<file path="src/rtl/cbrf_pkg.sv">
// cbrf_pkg: shared widths, status codes, control word layout and the
// microprogram rom of the cubic bisection root finder.
// No dependencies; used by every module of the block.
package cbrf_pkg;

	localparam int IN_W      = 24;  // interval ends and root, signed fixed point
	localparam int FRAC_BITS = 16;
	localparam int MAX_ITER  = 64;
	localparam int TOL_W     = 17;
	localparam int LIM_W     = 7;
	localparam int ITER_W    = 7;
	localparam int STAT_W    = 2;
	localparam int CFG_IDX_W = 1;
	localparam int CFG_DAT_W = 17;

	localparam logic [TOL_W-1:0] TOL_RESET = TOL_W'(66);
	localparam logic [LIM_W-1:0] LIM_RESET = LIM_W'(48);

	// register indexes on the config channel
	localparam logic [CFG_IDX_W-1:0] REG_TOLERANCE  = 1'b0;
	localparam logic [CFG_IDX_W-1:0] REG_ITER_LIMIT = 1'b1;

	// datapath widths: x*x is nonnegative, so the square needs no sign bit
	localparam int SQ_W    = 2 * IN_W - 1 - FRAC_BITS;
	localparam int MUL_A_W = SQ_W + 1;
	localparam int PROD_W  = MUL_A_W + IN_W;
	localparam int P_W     = PROD_W - FRAC_BITS + 2;
	localparam int DIFF_W  = IN_W + 1;

	localparam logic [STAT_W-1:0] STATUS_CONVERGED = 2'd0;
	localparam logic [STAT_W-1:0] STATUS_ZERO      = 2'd1;
	localparam logic [STAT_W-1:0] STATUS_NO_CHANGE = 2'd2;
	localparam logic [STAT_W-1:0] STATUS_LIMIT     = 2'd3;

	localparam int STEP_W = 5;
	typedef logic [STEP_W-1:0] step_t;

	typedef enum logic [3:0] {
		OP_NOP,
		OP_LOAD_L,
		OP_LOAD_R,
		OP_LOAD_C,
		OP_TAKE_SQ,
		OP_ACC,
		OP_SIGN_L,
		OP_SIGN_R,
		OP_SIGN_C,
		OP_HALVE,
		OP_FINISH
	} op_t;

	typedef enum logic [1:0] {
		MUL_NONE,
		MUL_XX,
		MUL_SQX
	} mul_t;

	typedef enum logic [2:0] {
		JMP_NEXT,
		JMP_ALWAYS,
		JMP_WAIT,
		JMP_NARROW,
		JMP_LIMIT,
		JMP_ZERO,
		JMP_NO_CHANGE
	} jump_t;

	typedef struct packed {
		op_t                op;
		mul_t               mul;
		jump_t              jump;
		step_t              target;
		logic [STAT_W-1:0]  stat;
	} ctrl_t;

	// branch conditions reported by the datapath
	typedef struct packed {
		logic narrow;
		logic limit;
		logic zero;
		logic no_change;
	} cond_t;

	typedef struct packed {
		logic zero;
		logic neg;
	} sign_t;

	// program layout
	localparam step_t ST_IDLE    = 5'd0;
	localparam step_t ST_EVAL_L  = 5'd1;
	localparam step_t ST_EVAL_R  = 5'd6;
	localparam step_t ST_LOOP    = 5'd11;
	localparam step_t ST_LIMIT   = 5'd12;
	localparam step_t ST_EVAL_C  = 5'd13;
	localparam step_t ST_ZERO    = 5'd18;
	localparam step_t ST_CHANGE  = 5'd19;
	localparam step_t ST_HALVE   = 5'd20;
	localparam step_t ST_DONE_CV = 5'd21;
	localparam step_t ST_DONE_ZR = 5'd22;
	localparam step_t ST_DONE_NC = 5'd23;
	localparam step_t ST_DONE_LM = 5'd24;

	function automatic ctrl_t cw(op_t op, mul_t mul, jump_t jump, step_t target,
			logic [STAT_W-1:0] stat);
		ctrl_t w;
		w.op     = op;
		w.mul    = mul;
		w.jump   = jump;
		w.target = target;
		w.stat   = stat;
		return w;
	endfunction

	// one evaluation of p(x) takes five words: load x, x*x, square, sq*x, sign
	function automatic ctrl_t rom(step_t step);
		ctrl_t w;
		unique case (step)
			5'd0:  w = cw(OP_NOP,     MUL_NONE, JMP_WAIT,      ST_IDLE,    STATUS_CONVERGED);
			5'd1:  w = cw(OP_LOAD_L,  MUL_NONE, JMP_NEXT,      ST_IDLE,    STATUS_CONVERGED);
			5'd2:  w = cw(OP_NOP,     MUL_XX,   JMP_NEXT,      ST_IDLE,    STATUS_CONVERGED);
			5'd3:  w = cw(OP_TAKE_SQ, MUL_NONE, JMP_NEXT,      ST_IDLE,    STATUS_CONVERGED);
			5'd4:  w = cw(OP_ACC,     MUL_SQX,  JMP_NEXT,      ST_IDLE,    STATUS_CONVERGED);
			5'd5:  w = cw(OP_SIGN_L,  MUL_NONE, JMP_NEXT,      ST_IDLE,    STATUS_CONVERGED);
			5'd6:  w = cw(OP_LOAD_R,  MUL_NONE, JMP_NEXT,      ST_IDLE,    STATUS_CONVERGED);
			5'd7:  w = cw(OP_NOP,     MUL_XX,   JMP_NEXT,      ST_IDLE,    STATUS_CONVERGED);
			5'd8:  w = cw(OP_TAKE_SQ, MUL_NONE, JMP_NEXT,      ST_IDLE,    STATUS_CONVERGED);
			5'd9:  w = cw(OP_ACC,     MUL_SQX,  JMP_NEXT,      ST_IDLE,    STATUS_CONVERGED);
			5'd10: w = cw(OP_SIGN_R,  MUL_NONE, JMP_NEXT,      ST_IDLE,    STATUS_CONVERGED);
			5'd11: w = cw(OP_NOP,     MUL_NONE, JMP_NARROW,    ST_DONE_CV, STATUS_CONVERGED);
			5'd12: w = cw(OP_NOP,     MUL_NONE, JMP_LIMIT,     ST_DONE_LM, STATUS_CONVERGED);
			5'd13: w = cw(OP_LOAD_C,  MUL_NONE, JMP_NEXT,      ST_IDLE,    STATUS_CONVERGED);
			5'd14: w = cw(OP_NOP,     MUL_XX,   JMP_NEXT,      ST_IDLE,    STATUS_CONVERGED);
			5'd15: w = cw(OP_TAKE_SQ, MUL_NONE, JMP_NEXT,      ST_IDLE,    STATUS_CONVERGED);
			5'd16: w = cw(OP_ACC,     MUL_SQX,  JMP_NEXT,      ST_IDLE,    STATUS_CONVERGED);
			5'd17: w = cw(OP_SIGN_C,  MUL_NONE, JMP_NEXT,      ST_IDLE,    STATUS_CONVERGED);
			5'd18: w = cw(OP_NOP,     MUL_NONE, JMP_ZERO,      ST_DONE_ZR, STATUS_CONVERGED);
			5'd19: w = cw(OP_NOP,     MUL_NONE, JMP_NO_CHANGE, ST_DONE_NC, STATUS_CONVERGED);
			5'd20: w = cw(OP_HALVE,   MUL_NONE, JMP_ALWAYS,    ST_LOOP,    STATUS_CONVERGED);
			5'd21: w = cw(OP_FINISH,  MUL_NONE, JMP_ALWAYS,    ST_IDLE,    STATUS_CONVERGED);
			5'd22: w = cw(OP_FINISH,  MUL_NONE, JMP_ALWAYS,    ST_IDLE,    STATUS_ZERO);
			5'd23: w = cw(OP_FINISH,  MUL_NONE, JMP_ALWAYS,    ST_IDLE,    STATUS_NO_CHANGE);
			5'd24: w = cw(OP_FINISH,  MUL_NONE, JMP_ALWAYS,    ST_IDLE,    STATUS_LIMIT);
			default: w = cw(OP_NOP,   MUL_NONE, JMP_ALWAYS,    ST_IDLE,    STATUS_CONVERGED);
		endcase
		return w;
	endfunction

endpackage

</file>
<file path="src/rtl/cubic_bisection_root_finder.sv">
// Bisection root finder for the cubic -2x^3 - x^2 + 5x + 1 in signed Q8.16.
// Holds the tolerance and iteration limit registers; instantiates
// cbrf_sequencer and cbrf_datapath, both built on cbrf_pkg.
//
// Usage:
//   start/busy: an interval (left_end, right_end) is taken at a clock edge
//   with start high and busy low. busy stays high while the search runs.
//   done: high for exactly one cycle with root, iterations and status valid;
//   the receiver must take it then, there is no back-pressure.
//   cfg_valid/cfg_ready: register writes (index 0 tolerance, 1 iteration
//   limit); cfg_ready is always high, write only while no search runs.
// Sequence: a microprogram of 25 words drives one shared 32x24 multiplier;
//   each p(x) evaluation loads x, forms x*x, takes the square, forms sq*x
//   and takes the sign. Setup evaluates both ends and each halving
//   evaluates the midpoint; the search ends when the interval is narrow,
//   the limit is reached, the midpoint is an exact zero or there is no
//   sign change. The next start is taken in the cycle done is high.
// Reset: arst_n clears the sequencer and done, and loads tolerance 66 and
//   limit 48. No result is produced out of reset.
module cubic_bisection_root_finder (
	input  logic                                   clk,
	input  logic                                   arst_n,
	input  logic                                   start,
	output logic                                   busy,
	input  logic signed [cbrf_pkg::IN_W-1:0]       left_end,
	input  logic signed [cbrf_pkg::IN_W-1:0]       right_end,
	output logic                                   done,
	output logic signed [cbrf_pkg::IN_W-1:0]       root,
	output logic        [cbrf_pkg::ITER_W-1:0]     iterations,
	output logic        [cbrf_pkg::STAT_W-1:0]     status,
	input  logic                                   cfg_valid,
	output logic                                   cfg_ready,
	input  logic        [cbrf_pkg::CFG_IDX_W-1:0]  cfg_index,
	input  logic        [cbrf_pkg::CFG_DAT_W-1:0]  cfg_data
);

	logic [cbrf_pkg::TOL_W-1:0] tol_q;
	logic [cbrf_pkg::LIM_W-1:0] lim_q;
	logic                       accept;
	cbrf_pkg::ctrl_t            ctrl;
	cbrf_pkg::cond_t            cond;

	assign cfg_ready = 1'b1;
	assign accept    = start && !busy;

	always_ff @(posedge clk or negedge arst_n) begin
		if (!arst_n) begin
			tol_q <= cbrf_pkg::TOL_RESET;
			lim_q <= cbrf_pkg::LIM_RESET;
		end else if (cfg_valid && cfg_ready) begin
			unique case (cfg_index)
				cbrf_pkg::REG_TOLERANCE:  tol_q <= cfg_data[cbrf_pkg::TOL_W-1:0];
				cbrf_pkg::REG_ITER_LIMIT: lim_q <= cfg_data[cbrf_pkg::LIM_W-1:0];
				default: ;
			endcase
		end
	end

	cbrf_sequencer u_seq (
		.clk    (clk),
		.arst_n (arst_n),
		.start  (start),
		.cond   (cond),
		.ctrl   (ctrl),
		.busy   (busy)
	);

	cbrf_datapath u_dp (
		.clk             (clk),
		.arst_n          (arst_n),
		.accept          (accept),
		.left_end        (left_end),
		.right_end       (right_end),
		.tolerance       (tol_q),
		.iteration_limit (lim_q),
		.ctrl            (ctrl),
		.cond            (cond),
		.done            (done),
		.root            (root),
		.iterations      (iterations),
		.status          (status)
	);

endmodule

</file>
<file path="src/rtl/cbrf_sequencer.sv">
// cbrf_sequencer: step counter, microprogram rom lookup and jump logic.
// Depends on cbrf_pkg for the control word, conditions and program layout.
module cbrf_sequencer (
	input  logic                 clk,
	input  logic                 arst_n,
	input  logic                 start,
	input  cbrf_pkg::cond_t      cond,
	output cbrf_pkg::ctrl_t      ctrl,
	output logic                 busy
);

	cbrf_pkg::step_t step_q;
	cbrf_pkg::step_t step_next;
	logic            take;

	assign ctrl = cbrf_pkg::rom(step_q);
	assign busy = (step_q != cbrf_pkg::ST_IDLE);

	always_comb begin
		unique case (ctrl.jump)
			cbrf_pkg::JMP_NEXT:      take = 1'b0;
			cbrf_pkg::JMP_ALWAYS:    take = 1'b1;
			cbrf_pkg::JMP_WAIT:      take = !start;
			cbrf_pkg::JMP_NARROW:    take = cond.narrow;
			cbrf_pkg::JMP_LIMIT:     take = cond.limit;
			cbrf_pkg::JMP_ZERO:      take = cond.zero;
			cbrf_pkg::JMP_NO_CHANGE: take = cond.no_change;
			default:                 take = 1'b1;
		endcase
		// wait holds on its own step, other jumps use the target field
		if (take) begin
			step_next = (ctrl.jump == cbrf_pkg::JMP_WAIT) ? step_q : ctrl.target;
		end else begin
			step_next = step_q + cbrf_pkg::STEP_W'(1);
		end
	end

	always_ff @(posedge clk or negedge arst_n) begin
		if (!arst_n) begin
			step_q <= cbrf_pkg::ST_IDLE;
		end else begin
			step_q <= step_next;
		end
	end

endmodule

</file>
<file path="src/rtl/cbrf_datapath.sv">
// cbrf_datapath: interval registers, shared multiplier, polynomial sign
// evaluation, bisection update and result registers.
// Depends on cbrf_pkg; driven by the control word of cbrf_sequencer.
module cbrf_datapath (
	input  logic                                  clk,
	input  logic                                  arst_n,
	input  logic                                  accept,
	input  logic signed [cbrf_pkg::IN_W-1:0]      left_end,
	input  logic signed [cbrf_pkg::IN_W-1:0]      right_end,
	input  logic        [cbrf_pkg::TOL_W-1:0]     tolerance,
	input  logic        [cbrf_pkg::LIM_W-1:0]     iteration_limit,
	input  cbrf_pkg::ctrl_t                       ctrl,
	output cbrf_pkg::cond_t                       cond,
	output logic                                  done,
	output logic signed [cbrf_pkg::IN_W-1:0]      root,
	output logic        [cbrf_pkg::ITER_W-1:0]    iterations,
	output logic        [cbrf_pkg::STAT_W-1:0]    status
);

	localparam int IN_W    = cbrf_pkg::IN_W;
	localparam int SQ_W    = cbrf_pkg::SQ_W;
	localparam int MUL_A_W = cbrf_pkg::MUL_A_W;
	localparam int PROD_W  = cbrf_pkg::PROD_W;
	localparam int P_W     = cbrf_pkg::P_W;
	localparam int DIFF_W  = cbrf_pkg::DIFF_W;
	localparam int TOL_W   = cbrf_pkg::TOL_W;
	localparam int LIM_W   = cbrf_pkg::LIM_W;
	localparam int ITER_W  = cbrf_pkg::ITER_W;
	localparam int FRAC    = cbrf_pkg::FRAC_BITS;

	logic signed [IN_W-1:0]   l_q, r_q, c_q, x_q;
	logic        [SQ_W-1:0]   sq_q;
	logic signed [PROD_W-1:0] prod_q;
	logic signed [P_W-1:0]    acc_q;
	cbrf_pkg::sign_t          sl_q, sr_q, sc_q;
	logic        [ITER_W-1:0] k_q;
	logic        [LIM_W-1:0]  lim_q;
	logic                     done_q;
	logic signed [IN_W-1:0]   root_q;
	logic        [ITER_W-1:0] iter_q;
	logic [cbrf_pkg::STAT_W-1:0] status_q;

	logic signed [DIFF_W-1:0]  sum, diff, tol2, tol2_neg;
	logic signed [IN_W-1:0]    mid;
	logic signed [MUL_A_W-1:0] mul_a;
	logic signed [PROD_W-1:0]  product;
	logic signed [PROD_W-1:0]  prod_shr;
	logic signed [P_W-1:0]     x_ext, acc_next, cu2, p_val;
	cbrf_pkg::sign_t           p_sign;
	logic                      sl_flips, sr_flips;
	logic        [LIM_W-1:0]   lim_clamped;

	// floor midpoint without overflow
	assign sum = {l_q[IN_W-1], l_q} + {r_q[IN_W-1], r_q};
	assign mid = sum[DIFF_W-1:1];

	assign diff     = {r_q[IN_W-1], r_q} - {l_q[IN_W-1], l_q};
	assign tol2     = {{(DIFF_W-TOL_W-1){1'b0}}, tolerance, 1'b0};
	assign tol2_neg = -tol2;

	assign sl_flips = !sl_q.zero && (sl_q.neg != sc_q.neg);
	assign sr_flips = !sr_q.zero && (sr_q.neg != sc_q.neg);

	assign cond.narrow    = (diff <= tol2) && (diff >= tol2_neg);
	assign cond.limit     = (k_q >= lim_q);
	assign cond.zero      = sc_q.zero;
	assign cond.no_change = !sl_flips && !sr_flips;

	// shared multiplier: x*x, then square*x
	assign mul_a   = (ctrl.mul == cbrf_pkg::MUL_SQX) ? $signed({1'b0, sq_q})
		: $signed({{(MUL_A_W-IN_W){x_q[IN_W-1]}}, x_q});
	assign product = mul_a * x_q;

	assign prod_shr = prod_q >>> FRAC;

	// 5x + 1.0 - sq, then subtract 2*cube in the sign step
	assign x_ext    = {{(P_W-IN_W){x_q[IN_W-1]}}, x_q};
	assign acc_next = (x_ext <<< 2) + x_ext + (P_W'(1) <<< FRAC)
		- $signed({{(P_W-SQ_W){1'b0}}, sq_q});
	assign cu2      = {prod_shr[P_W-2:0], 1'b0};
	assign p_val    = acc_q - cu2;
	assign p_sign.zero = (p_val == '0);
	assign p_sign.neg  = p_val[P_W-1];

	assign lim_clamped = (iteration_limit > LIM_W'(cbrf_pkg::MAX_ITER))
		? LIM_W'(cbrf_pkg::MAX_ITER) : iteration_limit;

	always_ff @(posedge clk) begin
		if (accept) begin
			l_q   <= left_end;
			r_q   <= right_end;
			k_q   <= '0;
			lim_q <= lim_clamped;
		end
		if (ctrl.mul != cbrf_pkg::MUL_NONE) begin
			prod_q <= product;
		end
		unique case (ctrl.op)
			cbrf_pkg::OP_NOP:     ;
			cbrf_pkg::OP_LOAD_L:  x_q <= l_q;
			cbrf_pkg::OP_LOAD_R:  x_q <= r_q;
			cbrf_pkg::OP_LOAD_C: begin
				x_q <= mid;
				c_q <= mid;
			end
			cbrf_pkg::OP_TAKE_SQ: sq_q  <= prod_shr[SQ_W-1:0];
			cbrf_pkg::OP_ACC:     acc_q <= acc_next;
			cbrf_pkg::OP_SIGN_L:  sl_q  <= p_sign;
			cbrf_pkg::OP_SIGN_R:  sr_q  <= p_sign;
			cbrf_pkg::OP_SIGN_C:  sc_q  <= p_sign;
			cbrf_pkg::OP_HALVE: begin
				// keep the half whose end differs in sign from the midpoint
				if (sl_flips) begin
					r_q  <= c_q;
					sr_q <= sc_q;
				end else begin
					l_q  <= c_q;
					sl_q <= sc_q;
				end
				k_q <= k_q + ITER_W'(1);
			end
			cbrf_pkg::OP_FINISH: begin
				root_q   <= mid;
				iter_q   <= k_q;
				status_q <= ctrl.stat;
			end
			default: ;
		endcase
	end

	always_ff @(posedge clk or negedge arst_n) begin
		if (!arst_n) begin
			done_q <= 1'b0;
		end else begin
			done_q <= (ctrl.op == cbrf_pkg::OP_FINISH);
		end
	end

	assign done       = done_q;
	assign root       = root_q;
	assign iterations = iter_q;
	assign status     = status_q;

endmodule

</file>
<file path="config.mk">
export PLATFORM = sky130hd
export DESIGN_NAME = cubic_bisection_root_finder
export DESIGN_NICKNAME = d
export VERILOG_FILES = /design/src/rtl/cbrf_pkg.sv /design/src/rtl/cubic_bisection_root_finder.sv /design/src/rtl/cbrf_sequencer.sv /design/src/rtl/cbrf_datapath.sv
export SDC_FILE = /design/constraint.sdc
export NUM_CORES = 2
export LEC_CHECK = 0
export ABC_AREA = 1
export BUFFER_PORTS_ARGS = -buffer_cell sky130_fd_sc_hd__buf_2
export CAP_MARGIN = 20
export CORE_ASPECT_RATIO = 0.9
export CORE_MARGIN = 3
export CORE_UTILIZATION = 28
export DETAILED_ROUTE_END_ITERATION = 7
export PLACE_DENSITY_LB_ADDON = 0.2
export SETUP_SLACK_MARGIN = 0.4
export SLEW_MARGIN = 5
export SYNTH_ARGS = -nofsm -noshare
export SYNTH_HDL_FRONTEND = slang
export SYNTH_SLANG_ARGS = --single-unit
export TNS_END_PERCENT = 1
</file>
<file path="constraint.sdc">
create_clock -name clk -period 18.1 [get_ports clk]
set_clock_uncertainty 0.1 [all_clocks]
set_input_delay 1.81 -clock clk [delete_from_list [all_inputs] [get_ports clk]]
set_output_delay 1.81 -clock clk [all_outputs]
set_load 0.05 [all_outputs]
</file>
==> results.json <==
{
  "outcome": "finished, final reports clean",
  "synth_cell_types": 59,
  "critPathMaxFanout": 23,
  "area_growth_pct": 9.48,
  "portBuffers": 104,
  "htree_levels": 2,
  "synthMuxAreaShare_pct": 0,
  "crit_slowest_cell": "fa_1",
  "synth_top_family_by_area": "adder cells",
  "cts_buffer_depth": 3,
  "max_freq_ghz": 0.0964,
  "grt_pass1_wl_um": 257000,
  "post_drt_wl_per_cell_um": 21.1,
  "drc_errors": 0,
  "drv_slew": 0,
  "syn_inst": 5865,
  "synth_compound_area_share_pct": 8.27,
  "layout_min_cycle_time_ps": 10370,
  "synth_commonest_cells": "1,306 x inv_1, 1,121 x nand2_1, 787 x fa_1",
  "slowest_delay_ps": 850,
  "ios": 106,
  "die_y_um": 398,
  "cts_sinks": 292,
  "die_x_um": 442,
  "cts_buffers": 35,
  "clockRootBuffer": "clkbuf_16",
  "num_vias": 38700,
  "post-cts-setup-buffers": 0,
  "yosysMostFrequentCell": "inv_1",
  "cts_tree": "built",
  "worstPathRequired_ps": 18280,
  "antenna_found_initial": 7,
  "syn_nets": 7099,
  "start_util_pct": 28.3,
  "rows": 143,
  "yosys-top-cells-area": "fa_1 33%, edfxtp_1 13%, inv_1 10%, ha_1 9.9%, nand2_1 8.8%",
  "tns_ps": 0,
  "report.final.setup_viol": 0,
  "overflow": 0,
  "clk_transition_reported_paths_ps": 70,
  "dpl.hpwl_um": 138000,
  "wl_um": 172000,
  "drt-pass1-iter-count": 6,
  "drv_cap": 0,
  "drive_above_1_share_pct": 4.86,
  "track_usage_pct": 19.4,
  "critical_path_class": "flip-flop to flip-flop",
  "netlist.top_cell.by_area": "fa_1",
  "synthFlopType": "edfxtp_1",
  "gpl.final_weighted_congestion": 0.928,
  "hold_viol_final": 0,
  "ant_nets": 0,
  "yosys.area.top_type_share_pct": 32.9,
  "synth-edff-count": 214,
  "rr_worst_depth": 28,
  "syn-cell-area_um2": 47800,
  "maxSlewHeadroom_pct": 28.7,
  "startpoint_type": "flip-flop",
  "yosysWarnings": 0,
  "core_area_um2": 169000,
  "cts_resized": 0,
  "dieArea_um2": 176000,
  "final_nets": 7132,
  "cts_hold_buffers": 0,
  "holdPathStages": 0,
  "worstHoldPathType": "flip-flop to flip-flop",
  "synthAdderAreaFrac_pct": 42.8,
  "vias_per_cell": 4.74,
  "critPathArrivalTime_ps": 10550,
  "drt_iter0_drc": 3129,
  "rsz0062_at_grt": "false",
  "synth_seq_cells": 292,
  "synthArstFlopShare_pct": 10.3,
  "grt_max_degree": 82,
  "tightest_slew_ps": 1070,
  "synthXorXnorAreaFrac_pct": 3.11,
  "crit_path_frequent_cell": "fa_1",
  "clk_latency_ps": 570,
  "grt_pass1_vias": 39800,
  "avgSynthCellArea_um2": 8.16,
  "cp-end-kind": "flip-flop",
  "seq_area_frac_synth_pct": 17.0,
  "timing.final.crit_share_pct": 57.3,
  "yosys.area_share.simple_pct": 16.9
}
-- cell usage in the layout (no fill, tap or decap), types with 6 or more instances in the layout --
cell type,n
inv_2,7
dfrtp_1,26
o21ai_2,8
nand2_2,7
a31oi_1,50
nor2_1,681
buf_4,73
a211oi_1,11
o21bai_1,9
a21o_1,13
nor3_1,32
o211ai_1,16
dfxtp_1,48
a21oi_1,271
clkbuf_1,6
o221ai_1,30
clkbuf_16,37
nand3_1,120
buf_2,104
a21boi_0,10
xnor2_1,40
edfxtp_1,214
clkinv_1,6
o21ai_0,220
nand2_1,1120
xor2_1,130
nor4_1,18
o21ai_1,13
ha_1,377
inv_1,1306
fa_1,787
nand4_1,35
o21a_1,19
-- per-stage QoR --
step	hold slack (ps)	area, um^2	setup slack (ps)	std cells	util (%)
floorplan	326	47800	10110	5865	-
global placement	336	51000	7670	8103	30.2
detailed placement	339	51100	7680	8105	30.2
CTS	354	52300	7650	8168	30.9
global route	358	52400	7240	8171	30.9
finish	353	52400	7730	8172	30.9
-- registers in the layout, summed over array words and instances, names as in the netlist, 5 cells and up --
signal           count
lim_q                7
tol_q               17
u_dp.acc_q          42
u_dp.c_q            24
u_dp.iterations      7
u_dp.k_q             7
u_dp.l_q            24
u_dp.lim_q           7
u_dp.prod_q         40
u_dp.r_q            24
u_dp.root           24
u_dp.sq_q           31
u_dp.x_q            24
u_seq.step_q         5
-- logic make-up (layout without fill, tap and decap cells) --
group | Yosys count | in the layout
adders and majority gates | 1164 | 1164
other | 1 | 2
AOI/OAI and AO/OA | 691 | 691
DFF | 292 | 292
buffers and inverters | 1504 | 1563
xor gates and xnor gates | 170 | 170
and+or+nand+nor | 2043 | 2043
-- layout make-up --
cell class / count / area [um^2]
timing repair buffer: 182 / 1180
clock inverter: 16 / 224
sequential: 292 / 8140
inverter: 1318 / 4950
clock buffer: 47 / 1000
fill: 18200 / 117000
antenna: 1 / 2.50
tap: 2247 / 2810
multi-input combinational: 4069 / 34100
-- metal layers --
metal | wire, um | GRT usage [%] | vias to the layer above
met1 | 78800 | 27.0 | 19400
li1 | - | - | 18000
met2 | 77000 | 31.1 | 1176
met5 | 20 | 0 | -
met4 | 3230 | 3.38 | 4
met3 | 13100 | 4.47 | 170
-- worst max-delay path, delay by kind of cell, from the launching register on --
family	cells	cell delay (ps)
AOI/OAI and AO/OA	6	1990
xor gates and xnor gates	1	210
adders and majority gates	9	4890
buffers and inverters	5	1390
DFF	1	430
and+or+nand+nor	7	1050
-- path summary, 6_finish.rpt --
check                                       startpoint                        end  slack, ps
setup / recovery           u_seq.step_q[0]$_DFFE_PN0P_  u_dp.prod_q[46]$_DFFE_PP_       7730
setup reg to reg           u_seq.step_q[0]$_DFFE_PN0P_  u_dp.prod_q[46]$_DFFE_PP_       7730
hold / removal               u_dp.prod_q[30]$_DFFE_PP_    u_dp.sq_q[14]$_DFFE_PN_        350
min in group asynchronous                       arst_n       tol_q[2]$_DFFE_PN0P_       1220
hold reg to reg              u_dp.prod_q[30]$_DFFE_PP_    u_dp.sq_q[14]$_DFFE_PN_        350
max in group asynchronous                       arst_n      tol_q[14]$_DFFE_PN0P_      16170
Power is not shown: default switching activity piles up to over one toggle a cycle in this logic, so the estimate is an artifact.
